==> src/design/tccw_pkg.sv <==
`timescale 1ns / 1ps
// ----------------------------------------------------------------------------
// tccw_pkg: shared definitions for the text console cell writer
// Screen geometry, action and register codes, clear values, colour packing,
// and the command/status bundles between controller and datapath.
// ----------------------------------------------------------------------------
package tccw_pkg;

    // Screen geometry
    localparam int COLUMNS = 80;
    localparam int ROWS    = 60;
    localparam int CELLS   = COLUMNS * ROWS;
    localparam int ADDR_W  = $clog2(CELLS);

    // Field widths
    localparam int COORD_W  = 8;
    localparam int LIM_W    = COORD_W + 1;
    localparam int CHAR_W   = 8;
    localparam int RGB_W    = 6;
    localparam int COLOUR_W = 12;
    localparam int PROD_W   = 17;

    // Action codes
    typedef enum logic [2:0] {
        ACT_PRINT      = 3'd0,
        ACT_SET_CURSOR = 3'd1,
        ACT_PUT_CHAR   = 3'd2,
        ACT_SET_COLOUR = 3'd3,
        ACT_CLEAR_RECT = 3'd4,
        ACT_READ       = 3'd5
    } t_action;

    // Configuration register indexes
    typedef enum logic [1:0] {
        CFG_FORE_COLOUR = 2'd0,
        CFG_BACK_COLOUR = 2'd1,
        CFG_FIRST_LINE  = 2'd2,
        CFG_END_LINE    = 2'd3
    } t_cfg_index;

    // Reset values
    localparam logic [RGB_W-1:0]   FORE_COLOUR_RST = 6'd63;
    localparam logic [RGB_W-1:0]   BACK_COLOUR_RST = 6'd0;
    localparam logic [RGB_W-1:0]   FIRST_LINE_RST  = 6'd28;
    localparam logic [RGB_W-1:0]   END_LINE_RST    = 6'd58;
    localparam logic [COORD_W-1:0] CURSOR_COL_RST  = 8'd0;
    localparam logic [COORD_W-1:0] CURSOR_ROW_RST  = 8'd28;

    // Cleared cell: space, fg 63, bg 0
    localparam logic [CHAR_W-1:0]   CLEAR_CHAR   = 8'h20;
    localparam logic [COLOUR_W-1:0] CLEAR_COLOUR = 12'h333;

    // Interleave two RGB222 colours into three plane nibbles {bg pair, fg pair}
    function automatic logic [COLOUR_W-1:0] pack_colour(
        input logic [RGB_W-1:0] fg,
        input logic [RGB_W-1:0] bg
    );
        logic [COLOUR_W-1:0] word;
        word = '0;
        for (int p = 0; p < 3; p++) begin
            word[4*p +: 4] = {bg[2*p +: 2], fg[2*p +: 2]};
        end
        return word;
    endfunction

    // Controller to datapath commands
    typedef struct packed {
        logic load;        // latch the accepted request
        logic wipe;        // zero one entry of the stores
        logic cell_setup;  // register the row base of the target cell
        logic wr_char;     // write the target cell's character
        logic wr_colour;   // write the target cell's colour word
        logic rd;          // issue a read of the target cell
        logic capture;     // take the read data
        logic cursor_set;  // move the cursor to the request's cell
        logic advance;     // step the cursor after a print
        logic rect_init;   // set up a rectangle walk
        logic rect_step;   // clear one cell of the rectangle
        logic out_load;    // load the result register
    } t_dp_cmd;

    // Datapath to controller status
    typedef struct packed {
        t_action action;
        logic    print_wrap;
        logic    rect_empty;
        logic    rect_last;
        logic    wipe_last;
    } t_dp_stat;

endpackage

==> src/design/tccw_ctrl.sv <==
`timescale 1ns / 1ps
// ----------------------------------------------------------------------------
// tccw_ctrl: sequencer of the text console cell writer
// Runs the clearing pass after reset, then steps each request through
// setup, execution or rectangle walk (a wrapping print has both) and result hand-off.
// ----------------------------------------------------------------------------
module tccw_ctrl (
    input  logic               i_clk,
    input  logic               i_rst_n,
    input  logic               i_in_valid,
    output logic               o_in_stall,
    output logic               o_out_valid,
    input  logic               i_out_stall,
    output tccw_pkg::t_dp_cmd  o_cmd,
    input  tccw_pkg::t_dp_stat i_stat
);

    typedef enum logic [2:0] {
        ST_WIPE,
        ST_IDLE,
        ST_SETUP,
        ST_EXEC,
        ST_READ_WAIT,
        ST_RECT_INIT,
        ST_RECT_RUN,
        ST_DONE
    } t_state;

    t_state r_state;
    t_state n_state;
    logic   r_out_valid;
    logic   n_out_valid;
    logic   in_accept;
    logic   out_free;

    assign o_in_stall  = (r_state != ST_IDLE);
    assign in_accept   = i_in_valid && (r_state == ST_IDLE);
    assign out_free    = !r_out_valid || !i_out_stall;
    assign o_out_valid = r_out_valid;

    // Next state and commands
    always_comb begin
        n_state     = r_state;
        n_out_valid = r_out_valid && i_out_stall;
        o_cmd       = '0;
        unique case (r_state)
            ST_WIPE: begin
                o_cmd.wipe = 1'b1;
                if (i_stat.wipe_last) begin
                    n_state = ST_IDLE;
                end
            end
            ST_IDLE: begin
                if (in_accept) begin
                    o_cmd.load = 1'b1;
                    n_state    = ST_SETUP;
                end
            end
            ST_SETUP: begin
                o_cmd.cell_setup = 1'b1;
                if (i_stat.action == tccw_pkg::ACT_CLEAR_RECT) begin
                    n_state = ST_RECT_INIT;
                end else begin
                    n_state = ST_EXEC;
                end
            end
            ST_EXEC: begin
                n_state = ST_DONE;
                unique case (i_stat.action)
                    tccw_pkg::ACT_PRINT: begin
                        o_cmd.wr_char   = 1'b1;
                        o_cmd.wr_colour = 1'b1;
                        o_cmd.advance   = 1'b1;
                        if (i_stat.print_wrap) begin
                            n_state = ST_RECT_INIT;
                        end
                    end
                    tccw_pkg::ACT_SET_CURSOR: o_cmd.cursor_set = 1'b1;
                    tccw_pkg::ACT_PUT_CHAR:   o_cmd.wr_char    = 1'b1;
                    tccw_pkg::ACT_SET_COLOUR: o_cmd.wr_colour  = 1'b1;
                    tccw_pkg::ACT_READ: begin
                        o_cmd.rd = 1'b1;
                        n_state  = ST_READ_WAIT;
                    end
                    default: n_state = ST_DONE;
                endcase
            end
            ST_READ_WAIT: begin
                o_cmd.capture = 1'b1;
                n_state       = ST_DONE;
            end
            ST_RECT_INIT: begin
                o_cmd.rect_init = 1'b1;
                n_state         = ST_RECT_RUN;
            end
            ST_RECT_RUN: begin
                if (i_stat.rect_empty) begin
                    n_state = ST_DONE;
                end else begin
                    o_cmd.rect_step = 1'b1;
                    if (i_stat.rect_last) begin
                        n_state = ST_DONE;
                    end
                end
            end
            ST_DONE: begin
                if (out_free) begin
                    o_cmd.out_load = 1'b1;
                    n_out_valid    = 1'b1;
                    n_state        = ST_IDLE;
                end
            end
            default: n_state = ST_WIPE;
        endcase
    end

    // Hold state and result valid
    always_ff @(posedge i_clk) begin
        if (!i_rst_n) begin
            r_state     <= ST_WIPE;
            r_out_valid <= 1'b0;
        end else begin
            r_state     <= n_state;
            r_out_valid <= n_out_valid;
        end
    end

    // A pending result is never overwritten
    assert property (@(posedge i_clk) disable iff (!i_rst_n)
        o_cmd.out_load |-> (!r_out_valid || !i_out_stall))
        else $error("tccw_ctrl: result overwritten while stalled");

    // An accepted request makes the input side busy
    assert property (@(posedge i_clk) disable iff (!i_rst_n)
        in_accept |=> o_in_stall)
        else $error("tccw_ctrl: input not stalled after accept");

    // No result appears before the clearing pass ends
    assert property (@(posedge i_clk) disable iff (!i_rst_n)
        (r_state == ST_WIPE) |-> !r_out_valid)
        else $error("tccw_ctrl: result during clearing pass");

endmodule

==> config.mk <==
export PLATFORM = sky130hd
export DESIGN_NAME = tccw_ctrl
export DESIGN_NICKNAME = d
export VERILOG_FILES = /design/src/design/tccw_pkg.sv /design/src/design/tccw_ctrl.sv
export SDC_FILE = /design/constraint.sdc
export NUM_CORES = 1
export LEC_CHECK = 0
export BUFFER_PORTS_ARGS = -buffer_cell sky130_fd_sc_hd__buf_2
export CORE_AREA = 4 4 41 43
export DETAILED_ROUTE_END_ITERATION = 6
export DIE_AREA = 0 0 45 47
export PLACE_DENSITY = 0.66
export REMOVE_ABC_BUFFERS = 1
export SLEW_MARGIN = 20
export SYNTH_ARGS = -nofsm -noshare
export SYNTH_HDL_FRONTEND = slang
export SYNTH_SLANG_ARGS = --single-unit
export TNS_END_PERCENT = 100
==> constraint.sdc <==
create_clock -name i_clk -period 2.9 [get_ports i_clk]
set_input_delay 0.435 -clock i_clk [delete_from_list [all_inputs] [get_ports i_clk]]
set_output_delay 0.435 -clock i_clk [all_outputs]
set_load 0.01 [all_outputs]
==> impl_metrics.env, run 1 <==
export IMPL_first_iter_violations=12
export IMPL_crit_buf_inv=1
export IMPL_synth_top_family_by_area="simple AND/OR/NAND/NOR gates"
export IMPL_dpl_hpwl_um=802
export IMPL_p_sw_share_pct=39.3
export IMPL_fin_skew_ns=0.00527
export IMPL_pwr_share_clk_pct=27.1
export IMPL_fin_nets=90
export IMPL_start_util_pct=29.3
export IMPL_yosys_area_share_simple_pct=44.9
export IMPL_layout_common_cells="buf_2, inv_1, nor3_1"
export IMPL_wire_per_inst_um=11.6
export IMPL_finalCriticalPeriod_ns=1.99
export IMPL_drc=0
export IMPL_syn_avg_cell_area_um2=7.07
export IMPL_regToRegSetupSlack_ns=1.44
export IMPL_ant_nets=0
export IMPL_setup_violations=0
export IMPL_synth_distinct_cells=30
export IMPL_cts_buffer_depth=2
export IMPL_core_area_mm2=0.00130
export IMPL_p_int_uw=161
export IMPL_num_fill_cells=138
export IMPL_mappedNetlistArea_um2=382
export IMPL_rr_worst_depth=3
export IMPL_cp_required_ns=2.47
export IMPL_synth_fa_ha_area_share_pct=0
export IMPL_crit_path_max_incr_delay_ns=0.50
export IMPL_grt_pass1_wl_um=1570
export IMPL_hold_path_depth=3
export IMPL_gp_congestion=0.678
export IMPL_maxCapViolations=0
export IMPL_seqCellArea_um2=80.1
export IMPL_worst_setup_path_type="reg -> out"
export IMPL_rsz0062_at_grt="false"
export IMPL_insertedDiodeCount=0
export IMPL_status="finished, final reports clean"
export IMPL_via_per_inst=5.17
export IMPL_grt_pass1_vias=377
export IMPL_critPathMaxFanout=11
export IMPL_post_cts_setup_buffers=0
export IMPL_hold_buffers=0
export IMPL_tightestPinTransition_ns=0.467
export IMPL_worstPathCellList="nor2b_1, nand3b_1, nor3b_1, buf_2"
export IMPL_postPlaceCellArea_um2=504
export IMPL_via_count=476
export IMPL_stdcell_area_um2=527
export IMPL_gr_total_overflow=0
export IMPL_dr_pass1_iters=4
export IMPL_power_leakage_uw=0.000250
export IMPL_critPathArrivalTime_ns=1.55
export IMPL_die_height_um=47
export IMPL_crit_slowest_cell="dfxtp_1"
export IMPL_finalHoldViolCount=0
export IMPL_fin_crit_sh_pct=68.6
export IMPL_ys_seq_elements=4
export IMPL_rr_endpoint="r_state[1]$_SDFFE_PN0P_"
export IMPL_async_reset_ff_share_pct=0
export IMPL_synth_area_mux_share_pct=0
export IMPL_pwr_share_comb_pct=38.4
export IMPL_ios=25
export IMPL_multi_input_area_um2=267
export IMPL_ys_warn_count=0
export IMPL_slew_headroom_pct=68.8
export IMPL_drv_slew=0
export IMPL_antenna_found_initial=0
export IMPL_p_per_area_mw_per_mm2=503
export IMPL_die_area_mm2=0.00212
export IMPL_clock_latency_ns=0.24
export IMPL_critical_path_top_delay_family="simple AND/OR/NAND/NOR gates"
export IMPL_track_usage_pct=10.7
export IMPL_ctsResizeCount=0
export IMPL_synth_ff_type="dfxtp_1"
export IMPL_numCtsBuffers=3
export IMPL_cts_tree="done"
export IMPL_p_switching_uw=104
export IMPL_grt_max_degree=18
export IMPL_endpoint_kind="output port"
export IMPL_setup_tns_ns=0
export IMPL_hp_start="i_out_stall"
export IMPL_synth_compound_area_share_pct=22.6
export IMPL_timing_rr_start="r_state[1]$_SDFFE_PN0P_"
export IMPL_drive_above_1_share_pct=37.7
export IMPL_final_common_cell="buf_2"
export IMPL_syn_inst=54
export IMPL_synthXorXnorAreaFrac_pct=2.30
export IMPL_area_delta_synth_final_pct=38.0
export IMPL_drt_total_wl_um=1070
export IMPL_synth_seq_area_share_pct=21.0
export IMPL_synth_edf_count=0
export IMPL_path_clk_slew_ns=0.04
export IMPL_die_x_um=45
export IMPL_holdCritPathClass="in -> reg"
export IMPL_ir_drop_mv=0.223
export IMPL_port_buffers=24
export IMPL_power_frac_seq_pct=34.5
export IMPL_cts_sinks=4
export IMPL_rows=13
export IMPL_cts_root_buffer="clkbuf_4"
export IMPL_fmax_mhz=503
export IMPL_start_kind="flip-flop"
export IMPL_ctsHtreeMaxLevel=1
export IMPL_whs_endpoint="o_out_valid$_SDFF_PN0_"
[worst max path at each step]
stage / from / to / slack (ns) / depth (start not counted)
after floorplan: r_state[0]$_SDFFE_PN0P_ / o_cmd[4] / 1.31 / 3
after global placement: r_state[0]$_SDFFE_PN0P_ / o_cmd[4] / 1.25 / 4
after detailed placement: r_state[0]$_SDFFE_PN0P_ / o_cmd[4] / 1.21 / 4
after CTS: r_state[0]$_SDFFE_PN0P_ / o_cmd[4] / 0.93 / 4
after global routing: r_state[0]$_SDFFE_PN0P_ / o_cmd[4] / 0.78 / 4
final: r_state[0]$_SDFFE_PN0P_ / o_cmd[4] / 0.91 / 4
[synthesized netlist by cell type, types with 2 or more instances]
master	instances	area share, %
inv_1	5	4.9
nor3_1	5	6.6
dfxtp_1	4	21
nor2_1	4	3.9
a21oi_1	3	3.9
clkbuf_1	3	3.0
nand2_1	3	3.0
nand3_1	3	3.9
nand3b_1	2	3.9
or3_1	2	3.3
[layer usage]
layer | vias to the layer above | part of all wire (%) | global-route usage (%)
li1 | 248 | - | -
met1 | 208 | 46 | 13.2
met2 | 18 | 43 | 14.4
met3 | 2 | 8.8 | 6.51
met4 | 0 | 2.0 | 5.26
met5 | - | 0 | 0
[layout make-up]
class / count / share of cell area (%)
Timing Repair Buffer: 24 / 22.8
Inverter: 5 / 3.56
Tap cell: 15 / 3.56
Multi-Input combinational cell: 41 / 50.6
Sequential cell: 4 / 15.2
Clock buffer: 3 / 4.28
[registers in the layout (all words and copies together) (netlist names)]
register / flops
o_out_valid: 1
r_state: 3
[stage by stage]
step                power [uW]  util, %  hold slack (ns)  setup slack (ns)  instances
floorplan                  152        -            0.506              1.31         50
global placement           192     38.8            0.477              1.25         89
detailed placement         193     38.8            0.482              1.21         89
CTS                        268     40.5            0.457             0.929         92
global route               290     40.5            0.471             0.781         92
finish                     265     40.5            0.460             0.910         92
[worst reg2reg max path, cell delays in order, from the launching register on]
cell	delay, ns
dfxtp_1	0.44
or3_1	0.42
a32o_1	0.26
a311oi_1	0.24
[power by group through the flow]
stage	sequential [uW]	combinational [uW]	clock, uW
4_1_cts	91.4	103	73.6
6_report	91.4	102	71.9
2_1_floorplan	84.7	67.0	0
3_5_place_dp	91.7	102	0
5_1_grt	95.5	114	79.9
3_3_place_gp	90.6	102	0
[logic make-up after synthesis]
| logic type | after synthesis |
|---|---|
| simple gates | 29 |
| compound gates | 11 |
| buf+inv | 9 |
| flops | 4 |
| xor+xnor | 1 |
No activity file was read; power rests on OpenSTA's default activity.
==> run 2: changes to the inputs <==
==> constraint.sdc (replaced) <==
create_clock -name i_clk -period 2.05 [get_ports i_clk]
set_input_delay 0.3075 -clock i_clk [delete_from_list [all_inputs] [get_ports i_clk]]
set_output_delay 0.3075 -clock i_clk [all_outputs]
set_load 0.01 [all_outputs]
==> impl_metrics.env, run 2 (synthesis results as in run 1) <==
export IMPL_setup_tns_ns=0
export IMPL_cts_buffer_depth=2
export IMPL_whs_endpoint="o_out_valid$_SDFF_PN0_"
export IMPL_drt_total_wl_um=1100
export IMPL_start_kind="flip-flop"
export IMPL_rr_worst_depth=3
export IMPL_numCtsBuffers=3
export IMPL_ir_drop_mv=0.426
export IMPL_path_clk_slew_ns=0.04
export IMPL_layout_common_cells="buf_2, inv_1, nor3_1"
export IMPL_total_power_uw=373
export IMPL_regToRegSetupSlack_ns=0.56
export IMPL_met2WireLength_um=497
export IMPL_gr_total_overflow=0
export IMPL_cp_required_ns=1.74
export IMPL_worst_setup_path_type="reg -> out"
export IMPL_critPathMaxFanout=11
export IMPL_tightestPinTransition_ns=0.494
export IMPL_dr_pass1_iters=4
export IMPL_utilization_pct=40.5
export IMPL_track_usage_pct=10.8
export IMPL_area_delta_synth_final_pct=38.0
export IMPL_hold_buffers=0
export IMPL_dpl_hpwl_um=831
export IMPL_antenna_found_initial=0
export IMPL_cts_sinks=4
export IMPL_timing_rr_start="r_state[1]$_SDFFE_PN0P_"
export IMPL_final_common_cell="buf_2"
export IMPL_wl_met3_um=80
export IMPL_rows=13
export IMPL_endpoint_kind="output port"
export IMPL_gp_congestion=0.679
export IMPL_fmax_mhz=542
export IMPL_holdCritPathClass="in -> reg"
export IMPL_critPathArrivalTime_ns=1.54
export IMPL_via_per_inst=5.24
export IMPL_largest_reg_flops=3
export IMPL_via_count=482
export IMPL_start_util_pct=29.3
export IMPL_maxCapViolations=0
export IMPL_drive_above_1_share_pct=37.7
export IMPL_grt_max_degree=18
export IMPL_wl_met1_um=520
export IMPL_wire_per_inst_um=11.9
export IMPL_post_cts_setup_buffers=0
export IMPL_grt_pass1_vias=410
export IMPL_ios=25
export IMPL_hp_start="i_out_stall"
export IMPL_regMostFlops="r_state"
export IMPL_clock_latency_ns=0.24
export IMPL_finalCriticalPeriod_ns=1.84
export IMPL_cts_tree="done"
export IMPL_die_x_um=45
export IMPL_hold_path_depth=3
export IMPL_rsz0062_at_grt="false"
export IMPL_top_layer_used="met3"
export IMPL_fin_skew_ns=0.00464
export IMPL_slew_headroom_pct=67.0
export IMPL_first_iter_violations=7
export IMPL_die_height_um=47
export IMPL_cts_root_buffer="clkbuf_4"
export IMPL_die_area_mm2=0.00212
export IMPL_setup_violations=0
export IMPL_drc=0
export IMPL_ant_nets=0
export IMPL_core_area_mm2=0.00130
export IMPL_fin_nets=90
export IMPL_ctsHtreeMaxLevel=1
export IMPL_grt_pass1_wl_um=1690
export IMPL_power_leakage_uw=0.000250
export IMPL_p_per_area_mw_per_mm2=709
export IMPL_fin_crit_sh_pct=90.0
export IMPL_insertedDiodeCount=0
export IMPL_drv_slew=0
export IMPL_finalHoldViolCount=0
export IMPL_ctsResizeCount=0
export IMPL_status="finished, final reports clean"
export IMPL_rr_endpoint="r_state[1]$_SDFFE_PN0P_"
export IMPL_port_buffers=24
run 2: cell counts in the layout (fill, tap and decap cells not counted):
Identical to the previous run, type by type.
run 2: where the power goes:
group	total, uW	internal, uW	switching (uW)
Sequential	130	90.6	39.7
Combinational	145	71.2	74.2
Clock	97.6	65.5	32.1
Total	373	227	146
run 2: final cells by class:
cell class	instances	area, um2
Tap cell	15	18.8
Fill cell	158	774
Timing Repair Buffer	24	120
Clock buffer	3	22.5
Sequential cell	4	80.1
Multi-Input combinational cell	41	267
Inverter	5	18.8
run 2: metrics by stage:
stage | setup WS, ns | std cells | cell area [um2] | hold WS [ns]
final | 0.205 | 92 | 527 | 0.348
after global routing | 0.0432 | 92 | 527 | 0.354
after CTS | 0.193 | 92 | 527 | 0.338
after detailed placement | 0.467 | 89 | 504 | 0.493
after global placement | 0.526 | 89 | 504 | 0.477
after floorplan | 0.590 | 50 | 365 | 0.444
run 2: routing by layer:
layer	vias to the layer above	GRT usage (%)
li1	247	-
met1	218	13.9
met2	17	16.1
met3	0	6.13
met4	0	1.75
met5	-	0
run 2: how the worst max path moves through the flow:
stage,startpoint,endpoint,slack (ns)
after floorplan,r_state[0]$_SDFFE_PN0P_,o_cmd[4],0.59
after global placement,r_state[0]$_SDFFE_PN0P_,o_cmd[4],0.53
after detailed placement,r_state[0]$_SDFFE_PN0P_,o_cmd[4],0.47
after CTS,r_state[0]$_SDFFE_PN0P_,o_cmd[4],0.19
after global routing,r_state[0]$_SDFFE_PN0P_,o_cmd[4],0.04
final,r_state[0]$_SDFFE_PN0P_,o_cmd[4],0.21
run 2: worst max-delay path: stages (launching register included):
cell	delay, ns
dfxtp_1	0.49
nor2b_1	0.26
nand3b_1	0.17
nor3b_1	0.22
buf_2	0.16
==> run 3: changes to the inputs <==
--- a/config.mk
+++ b/config.mk
@@ -9,7 +9,8 @@
 export CORE_AREA = 4 4 41 43
 export DETAILED_ROUTE_END_ITERATION = 6
 export DIE_AREA = 0 0 45 47
-export PLACE_DENSITY = 0.66
+export MAX_ROUTING_LAYER = met4
+export PLACE_DENSITY = 0.65
 export REMOVE_ABC_BUFFERS = 1
 export SLEW_MARGIN = 20
 export SYNTH_ARGS = -nofsm -noshare
==> impl_metrics.env, run 3 (synthesis results as in run 1) <==
export IMPL_numCtsBuffers=3
export IMPL_layout_common_cells="buf_2, inv_1, nor3_1"
export IMPL_die_area_mm2=0.00212
export IMPL_path_clk_slew_ns=0.03
export IMPL_via_count=478
export IMPL_tightestPinTransition_ns=0.439
export IMPL_ctsHtreeMaxLevel=1
export IMPL_rsz0062_at_grt="false"
export IMPL_fmax_mhz=535
export IMPL_dpl_hpwl_um=818
export IMPL_start_util_pct=29.3
export IMPL_cp_required_ns=1.74
export IMPL_setup_violations=0
export IMPL_post_cts_setup_buffers=0
export IMPL_start_kind="flip-flop"
export IMPL_grt_pass1_vias=419
export IMPL_first_iter_violations=7
export IMPL_ios=25
export IMPL_slew_headroom_pct=70.7
export IMPL_rr_endpoint="r_state[1]$_SDFFE_PN0P_"
export IMPL_num_fill_cells=140
export IMPL_drv_slew=0
export IMPL_holdCritPathClass="in -> reg"
export IMPL_critPathArrivalTime_ns=1.56
export IMPL_gp_congestion=0.746
export IMPL_port_buffers=24
export IMPL_regToRegSetupSlack_ns=0.60
export IMPL_cts_buffer_depth=2
export IMPL_setup_tns_ns=0
export IMPL_area_delta_synth_final_pct=38.0
export IMPL_grt_max_degree=18
export IMPL_ir_drop_mv=0.300
export IMPL_drive_above_1_share_pct=37.7
export IMPL_fin_crit_sh_pct=91.3
export IMPL_rr_worst_depth=3
export IMPL_fin_skew_ns=0.00291
export IMPL_multi_input_area_um2=267
export IMPL_crit_path_max_incr_delay_ns=0.49
export IMPL_hp_start="i_out_stall"
export IMPL_status="finished, final reports clean"
export IMPL_ant_nets=0
export IMPL_hold_path_depth=3
export IMPL_hold_buffers=0
export IMPL_power_leakage_uw=0.000250
export IMPL_crit_slowest_cell="dfxtp_1"
export IMPL_critPathMaxFanout=11
export IMPL_whs_endpoint="o_out_valid$_SDFF_PN0_"
export IMPL_total_power_uw=366
export IMPL_hold_slack_ns=0.341
export IMPL_cts_sinks=4
export IMPL_core_area_mm2=0.00130
export IMPL_crit_cells=4
export IMPL_worst_slack_ns=0.179
export IMPL_worstPathCellList="nor2b_1, nand3b_1, nor3b_1, buf_2"
export IMPL_via_per_inst=5.20
export IMPL_ctsResizeCount=0
export IMPL_die_height_um=47
export IMPL_dpl_worst_slack_ns=0.435
export IMPL_worst_setup_path_type="reg -> out"
export IMPL_finalCriticalPeriod_ns=1.87
export IMPL_track_usage_pct=10.5
export IMPL_rows=13
export IMPL_critical_path_top_delay_family="simple AND/OR/NAND/NOR gates"
export IMPL_endpoint_kind="output port"
export IMPL_dr_pass1_iters=4
export IMPL_grt_pass1_wl_um=1610
export IMPL_wire_per_inst_um=11.3
export IMPL_largest_reg_flops=3
export IMPL_crit_buf_inv=1
export IMPL_regMostFlops="r_state"
export IMPL_maxCapViolations=0
export IMPL_final_common_cell="buf_2"
export IMPL_insertedDiodeCount=0
export IMPL_antenna_found_initial=0
export IMPL_clock_latency_ns=0.23
export IMPL_gr_total_overflow=0
export IMPL_p_per_area_mw_per_mm2=696
export IMPL_drt_total_wl_um=1040
export IMPL_die_x_um=45
export IMPL_fin_nets=90
export IMPL_timing_rr_start="r_state[2]$_SDFFE_PN0P_"
export IMPL_finalHoldViolCount=0
export IMPL_seqCellArea_um2=80.1
export IMPL_cts_tree="done"
export IMPL_cts_root_buffer="clkbuf_4"
export IMPL_drc=0
==> run 3: stage by stage <==
| step | util [%] | area, um2 | std cells |
|---|---|---|---|
| after detailed placement | 38.8 | 504 | 89 |
| after global placement | 38.8 | 504 | 89 |
| final | 40.5 | 527 | 92 |
| after CTS | 40.5 | 527 | 92 |
| after global routing | 40.5 | 527 | 92 |
| after floorplan | - | 365 | 50 |
==> run 3: per-layer routing <==
metal / vias up / share of wire (%) / global-route usage [%]
met5: - / 0 / -
met4: 0 / 0 / 1.75
li1: 248 / - / -
met3: 0 / 8.6 / 5.75
met2: 22 / 47 / 16.4
met1: 208 / 44 / 12.0
==> run 3: worst max path at each step <==
| stage | to | from |
|---|---|---|
| 2_1_floorplan | o_cmd[4] | r_state[0]$_SDFFE_PN0P_ |
| 3_3_place_gp | o_cmd[4] | r_state[0]$_SDFFE_PN0P_ |
| 3_5_place_dp | o_cmd[4] | r_state[0]$_SDFFE_PN0P_ |
| 4_1_cts | o_cmd[4] | r_state[0]$_SDFFE_PN0P_ |
| 5_1_grt | o_cmd[4] | r_state[0]$_SDFFE_PN0P_ |
| 6_report | o_cmd[4] | r_state[0]$_SDFFE_PN0P_ |
==> run 3: layout make-up <==
type,count,area share (%)
Sequential cell,4,15.2
Timing Repair Buffer,24,22.8
Clock buffer,3,4.28
Inverter,5,3.56
Multi-Input combinational cell,41,50.6
Tap cell,15,3.56
==> run 3: where the power goes <==
| group | switching (uW) | total (uW) | internal, uW |
|---|---|---|---|
| Combinational | 71.7 | 143 | 71.1 |
| Sequential | 37.2 | 128 | 90.6 |
| Clock | 30.4 | 95.8 | 65.4 |
==> run 3: worst register-to-register path: stages (launching register included) <==
cell and delay [ns]:
dfxtp_1 0.42, or3_1 0.44, a32o_1 0.27, a311oi_1 0.23
